**src/sv/sse_pkg.sv**
```systemverilog
package sse_pkg;

  // Default build parameters
  localparam int unsigned MAX_WIDTH_DEF   = 1024;
  localparam int unsigned SAMPLE_BITS_DEF = 16;

  // Configuration port
  localparam int unsigned CFG_IDX_W  = 2;
  localparam int unsigned CFG_DATA_W = 12;

  // Register fields
  localparam int unsigned IMG_WIDTH_W  = 11;
  localparam int unsigned IMG_HEIGHT_W = 12;
  localparam int unsigned OCTAVE_W     = 3;
  localparam int unsigned SCALE_W      = 4;

  // Result fields
  localparam int unsigned KEY_ROW_W   = 12;
  localparam int unsigned KEY_COL_W   = 10;
  localparam int unsigned KEY_PACK_W  = KEY_ROW_W + KEY_COL_W + OCTAVE_W + SCALE_W;
  localparam int unsigned OUT_TDATA_W = ((KEY_PACK_W + 7) / 8) * 8;

  // Register reset values
  localparam logic [IMG_WIDTH_W-1:0]  IMG_WIDTH_RST  = IMG_WIDTH_W'(1024);
  localparam logic [IMG_HEIGHT_W-1:0] IMG_HEIGHT_RST = IMG_HEIGHT_W'(1024);
  localparam logic [OCTAVE_W-1:0]     OCTAVE_RST     = '0;
  localparam logic [SCALE_W-1:0]      SCALE_RST      = SCALE_W'(1);

  // Smallest frame dimension the window logic supports
  localparam int unsigned MIN_DIM = 3;

  // Number of window columns, rows and layers
  localparam int unsigned NUM_COLS   = 3;
  localparam int unsigned NUM_ROWS   = 3;
  localparam int unsigned NUM_LAYERS = 3;

  typedef enum logic [CFG_IDX_W-1:0] {
    REG_IMG_WIDTH  = 2'd0,
    REG_IMG_HEIGHT = 2'd1,
    REG_OCTAVE     = 2'd2,
    REG_SCALE      = 2'd3
  } cfg_reg_e;

  // Per-lane compare outcome
  typedef struct packed {
    logic ge_all;
    logic le_all;
  } lane_flags_t;

  // Merged outcome
  typedef struct packed {
    logic hit;
    logic is_max;
  } det_t;

endpackage

```
**src/sv/sse_lane.sv**
```systemverilog
module sse_lane #(
  parameter int unsigned SAMPLE_BITS = 16
) (
  input  logic signed [SAMPLE_BITS-1:0] center_i,
  input  logic signed [SAMPLE_BITS-1:0] col_i [sse_pkg::NUM_ROWS][sse_pkg::NUM_LAYERS],
  output sse_pkg::lane_flags_t          flags_o
);

  // The center compared against itself passes both tests, so no skip is needed.
  always_comb begin
    flags_o.ge_all = 1'b1;
    flags_o.le_all = 1'b1;
    for (int r = 0; r < sse_pkg::NUM_ROWS; r++) begin
      for (int l = 0; l < sse_pkg::NUM_LAYERS; l++) begin
        if (center_i < col_i[r][l]) flags_o.ge_all = 1'b0;
        if (center_i > col_i[r][l]) flags_o.le_all = 1'b0;
      end
    end
  end

endmodule

```
**config.mk**
```make
export PLATFORM = sky130hd
export DESIGN_NAME = sse_lane
export DESIGN_NICKNAME = d
export VERILOG_FILES = /design/src/sv/sse_pkg.sv /design/src/sv/sse_lane.sv
export SDC_FILE = /design/constraint.sdc
export NUM_CORES = 1
export LEC_CHECK = 0
export BUFFER_PORTS_ARGS = -buffer_cell sky130_fd_sc_hd__buf_2
export CAP_MARGIN = 40
export CORE_UTILIZATION = 36
export DETAILED_ROUTE_END_ITERATION = 8
export SETUP_SLACK_MARGIN = 0.15
export SLEW_MARGIN = 15
export SYNTH_ARGS = -nofsm -noshare
export SYNTH_HDL_FRONTEND = slang
export SYNTH_SLANG_ARGS = --single-unit
```
**constraint.sdc**
```tcl
create_clock -name vclk -period 7.7
set_input_delay 1.155 -clock vclk [all_inputs]
set_output_delay 1.155 -clock vclk [all_outputs]
set_load 0.03 [all_outputs]
```
==> flow_summary.toml, run 1 <==
[status]
status = "complete, no violations"

[sta]
highest_clock_frequency_the_design_can_meet_mhz = 202.5
period_needed_ns = 4.937
setup_viol_count_final = 0
setup_slack_ns = 2.763
worst_pin_slew_ns = 0.5270
timing.final.hold_violations = 0
max-slew-margin-rel_pct = 64.55
report.final.slew_viol_count = 0
fin_tns_setup_ns = 0
unrepaired_setup_endpoints_after_global_routing = "false"
hold_slack_ns = 3.043
post-route-period-util_pct = 64.12

[clock_tree]
post_cts.resized_instances = 0
ctsHoldBuffers = 0
cts_setup_buffers = 0

[global_route]
antenna_violations_before_repair = 0
overflow = 0
globalRouteTotalUtil_pct = 22.59
grt_start_max_net_pins = 10
first_global_vias = 4362
wire_length_of_the_first_global_routing_pass_mm = 20.00

[drt]
drc_errors = 0
met3RoutedLength_microns = 637
met2_wirelength_mm = 6.002
drt_first_pass_iters = 4
via_per_inst = 5.152
highest-signal-layer = "met4"
postRouteWirelength_mm = 12.45
avgRoutedWirePerCell_microns = 15.28
antenna_violating_nets_post_route = 0
wl_met1_mm = 5.539
drt_first_iter_violations = 124
via_count = 4199

[power]
power_density_nw_per_um2 = 51.98
internal_power_mw = 0.1138
p_switching_mw = 0.1348
fin_total_pwr_mw = 0.2487
static-leakage-power_nw = 2.965
power.sequential.fraction_pct = 0
swShare_pct = 54.22
vdd.ir_drop.worst_v = 0.00002018
pwr-share-clk_pct = 0
power.combinational.fraction_pct = 100.0

[setup_path]
critPathRequiredTime_ns = 6.55
worst_setup_path_category = "in2out"
endpoint_type_of_the_worst_setup_path = "primary output"
cp_data_arrival_time_ns = 3.78
cp_startpoint_kind = "input port"
timing.critical_path.fanout_max = 9

[layout]
layout_commonest_cell = "buf_2"
finish.net_count = 985
fillCellCount = 1118
most-common-layout-cells = "buf_2, ha_1, inv_1"
area.sequential_sq_um = 0
layout-drive-gt1-share_pct = 25.04
antenna_cells_inserted = 0
nFlopsAndLatches = 0
multi_input_comb_area_sq_um = 3286
n_clock_buffer = 0
flow.area_growth_from_synthesis_pct = 25.79

[placement]
io_buffers = 162
place.gp.congestion = 0.8931
dp_hpwl_mm = 11.08
preCtsSetupSlack_ns = 2.760

[floorplan]
io_pins = 162
core.rowCount = 37
die_w_microns = 104.8
fp.dieH_microns = 104.8
coreArea_sq_um = 10280
die-area_sq_um = 10980
initial_core_util_pct = 37.01

[min_path]
worst_hold_path_type = "in2out"

[yosys]
warnings_from_yosys = 0
syn_area_sq_um = 3804
synth_area_leaders = "ha_1, inv_1, a21oi_1, nand4_1, a21o_1"
sequential_area_share_after_synthesis_pct = 0
synth_cell_type_count = 39
netlist.top_cell.by_area = "ha_1"
avgSynthCellArea_sq_um = 7.357
synth_top_area_share_pct = 47.37
postSynthCellCount = 517
synth.net_count = 821

[flow_run]
timing.max_cap.violations = 0
[metrics by stage]
stage	utilization, %	area (sq um)	std cells
2_1_floorplan	-	3804	517
3_3_place_gp	46.55	4785	815
3_5_place_dp	46.55	4785	815
4_1_cts	46.55	4785	815
5_1_grt	46.55	4785	815
6_report	46.55	4785	815
[per-layer routing]
| layer | GRT usage, % | vias to the layer above |
|---|---|---|
| li1 | - | 2176 |
| met1 | 28.65 | 1876 |
| met2 | 41.58 | 129 |
| met3 | 1.372 | 18 |
| met4 | 4.930 | 0 |
| met5 | 0 | - |
[path summary, 6_finish.rpt]
kind                         from    endpoint  slack, ns  cells after the start
worst max-delay path  center_i[5]  flags_o[1]       2.76                     10
worst min-delay path    col_i[95]  flags_o[1]       3.04                      7
[Yosys cell counts (2+ instances only)]
cell type	count
o41ai_1	6
nand3_1	11
or2_2	2
a31oi_1	4
a2111oi_0	4
o21ai_0	6
nor2_1	14
a211oi_1	5
inv_1	138
nor2b_1	9
nand4_1	32
mux2i_1	9
nand2_1	23
ha_1	144
nor4_1	5
a21oi_1	40
mux2_2	2
or4_1	3
nand3b_1	7
o21a_1	4
nand2b_1	4
o22ai_1	3
and4_1	3
o211ai_1	11
nor3_1	2
a21o_1	13
[power by group through the flow]
stage	combinational (mW)	sequential (mW)	clock, mW
detailed placement	0.248	0	0
global placement	0.241	0	0
finish	0.249	0	0
global route	0.285	0	0
CTS	0.250	0	0
floorplan	0.148	0	0
[logic make-up (layout without fill, tap and decap cells)]
logic type | after synthesis | in the layout | share of synthesized area, %
muxes | 11 | 11 | 2.961
and+or+nand+nor | 119 | 119 | 17.53
adders and majority gates | 144 | 144 | 47.37
AOI/OAI and AO/OA | 105 | 105 | 18.52
buffers and inverters | 138 | 300 | 13.62
[final cells by class]
type               count  area share [%]
well taps            136           3.556
multi-input cells    379           68.67
inverters            138           10.83
repair buffers       162           16.95
[worst max-delay path, cell delays in order]
cell	delay, ns
buf_2	0.25
ha_1	0.29
a21o_1	0.18
nand3_1	0.08
a211oi_1	0.07
or4_1	0.58
mux2i_1	0.16
or4_1	0.55
nor4_2	0.21
buf_2	0.25
(Power assumes the default switching activity.)
==> inputs of run 2 (changes only) <==
ABC_AREA = 1   (was not set)
clock period = 5 ns   (was 7.7 ns; I/O delays follow)
==> run 2 against run 1 <==
Largest cell class unchanged. Power is 62% higher. Synthesized cell count grew 34%. Setup slack got worse by 1.0 ns. Final area increased by 8.1%. Global-route usage fell by 4.4 points. Area after synthesis rose by 10%. Die area up 9.8%. Sequential cell count is the same. Worst hold slack got worse by 0.75 ns. Routed wire length is 13% lower.
==> flow_summary.toml, run 2 <==
[setup_path]
timing.critical_path.slowest_cell_delay_ns = 0.37
endpoint_type_of_the_worst_setup_path = "primary output"
cp_data_arrival_time_ns = 2.53
slowest_stage = "ha_1"
worst_setup_path_category = "in2out"
timing.critical_path.fanout_max = 9
critical_path.most_common_cell = "nand2_1"
cp_startpoint_kind = "input port"
cp_num_buf_inv = 3
critPathRequiredTime_ns = 4.25
cp_cell_sequence = "buf_2 > ha_1 > nand2_1 > nor2_2 > a21boi_1 > nor2_1 > nand4_1 > nand3_1 > nand2_1 > inv_1 > nand2_1 > nor2_2 > buf_2"
path_delay_family = "simple AND/OR/NAND/NOR gates"

[drt]
drt_first_iter_violations = 136
avgRoutedWirePerCell_microns = 10.87
postRouteWirelength_mm = 10.87
drt_first_pass_iters = 4
drc_errors = 0
via_per_inst = 4.377
via_count = 4377
antenna_violating_nets_post_route = 0

[power]
fin_total_pwr_mw = 0.4032
static-leakage-power_nw = 3.598
power_density_nw_per_um2 = 77.94
vdd.ir_drop.worst_v = 0.00003254

[yosys]
synth.cells.most_frequent = "inv_1, nand2_1, ha_1"
warnings_from_yosys = 0
netlist.top_cell.by_area = "ha_1"
synth.net_count = 999
synth_cell_type_count = 24
synth_area_leaders = "ha_1, inv_1, nand2_1, a21oi_1, nand3_1"
synth_top_area_share_pct = 43.06
syn_area_sq_um = 4184
sequential_area_share_after_synthesis_pct = 0
postSynthCellCount = 695
synthMostInstantiatedCell = "inv_1"
avgSynthCellArea_sq_um = 6.020

[clock_tree]
ctsHoldBuffers = 0
post_cts.resized_instances = 0
cts_setup_buffers = 0

[min_path]
worst_hold_path_type = "in2out"

[global_route]
wire_length_of_the_first_global_routing_pass_mm = 17.71
grt_start_max_net_pins = 10
overflow = 0
antenna_violations_before_repair = 0
first_global_vias = 4092
globalRouteTotalUtil_pct = 18.21

[layout]
n_clock_buffer = 0
layout-drive-gt1-share_pct = 22.05
area.sequential_sq_um = 0
finish.net_count = 1163
layout_commonest_cell = "inv_1"
stdcell_count = 1000
antenna_cells_inserted = 0
design_area_sq_um = 5174
nFlopsAndLatches = 0
most-common-layout-cells = "inv_1, nand2_1, buf_2"
flow.area_growth_from_synthesis_pct = 23.65

[sta]
report.final.slew_viol_count = 0
worst_pin_slew_ns = 0.4112
highest_clock_frequency_the_design_can_meet_mhz = 305.3
unrepaired_setup_endpoints_after_global_routing = "false"
timing.final.hold_violations = 0
fin_tns_setup_ns = 0
setup_viol_count_final = 0
max-slew-margin-rel_pct = 72.55
post-route-period-util_pct = 65.52
period_needed_ns = 3.276

[status]
status = "complete, no violations"

[flow_run]
timing.max_cap.violations = 0

[placement]
io_buffers = 162
dpl.cell_count = 1000
dp_hpwl_mm = 9.982
placed_cell_areas_sq_um = 5174
place.gp.congestion = 0.8324

[floorplan]
coreArea_sq_um = 11370
initial_core_util_pct = 36.80
core.rowCount = 39
fp.dieH_microns = 109.8
die-area_sq_um = 12060
io_pins = 162
die_w_microns = 109.8
[run 2: where the power goes]
group / internal [mW] / total, mW / switching, mW / leakage [nW]
Combinational: 0.176 / 0.403 / 0.228 / 3.60
Sequential: 0 / 0 / 0 / 0
Clock: 0 / 0 / 0 / 0
[run 2: routing by layer]
layer	vias to the layer above	global-route usage [%]	share of wire [%]
met1	1776	24.84	52
met4	0	0	0
li1	2496	-	-
met2	105	32.90	43
met5	-	0	0
met3	0	1.304	5.3
[run 2: per-stage QoR]
stage | util [%] | setup slack, ns | hold WS [ns]
6_report | 45.50 | 1.724 | 2.293
3_3_place_gp | 45.50 | 1.689 | 2.301
2_1_floorplan | - | 2.015 | 2.002
3_5_place_dp | 45.50 | 1.684 | 2.300
5_1_grt | 45.50 | 1.434 | 2.358
4_1_cts | 45.50 | 1.680 | 2.305
[run 2: cell families (layout without fill, tap and decap cells)]
group	count (synthesis)	in the layout	synth area share [%]
AO/OA/AOI/OAI	70	70	9.121
AND/OR/NAND/NOR	280	280	29.78
buffers and inverters	201	363	18.03
adder cells (fa/ha/maj)	144	144	43.06
[run 2: area by class of cell]
class | instances | area [sq um]
multi-input cells | 494 | 3430
fillers | 1269 | 6196
repair buffers | 162 | 810.8
inverters | 201 | 754.5
well taps | 143 | 178.9
[run 2: path summary, 6_finish.rpt]
path	startpoint	to	slack, ns	cells after the start
setup / recovery	center_i[15]	flags_o[0]	1.72	13
hold / removal	col_i[127]	flags_o[1]	2.29	9
[run 2: tightest hold or removal path: cells and delay by family]
family	cells	cell delay (ns)
adder cells (fa/ha/maj)	1	0.17
AND/OR/NAND/NOR	5	0.31
buffers and inverters	3	0.30
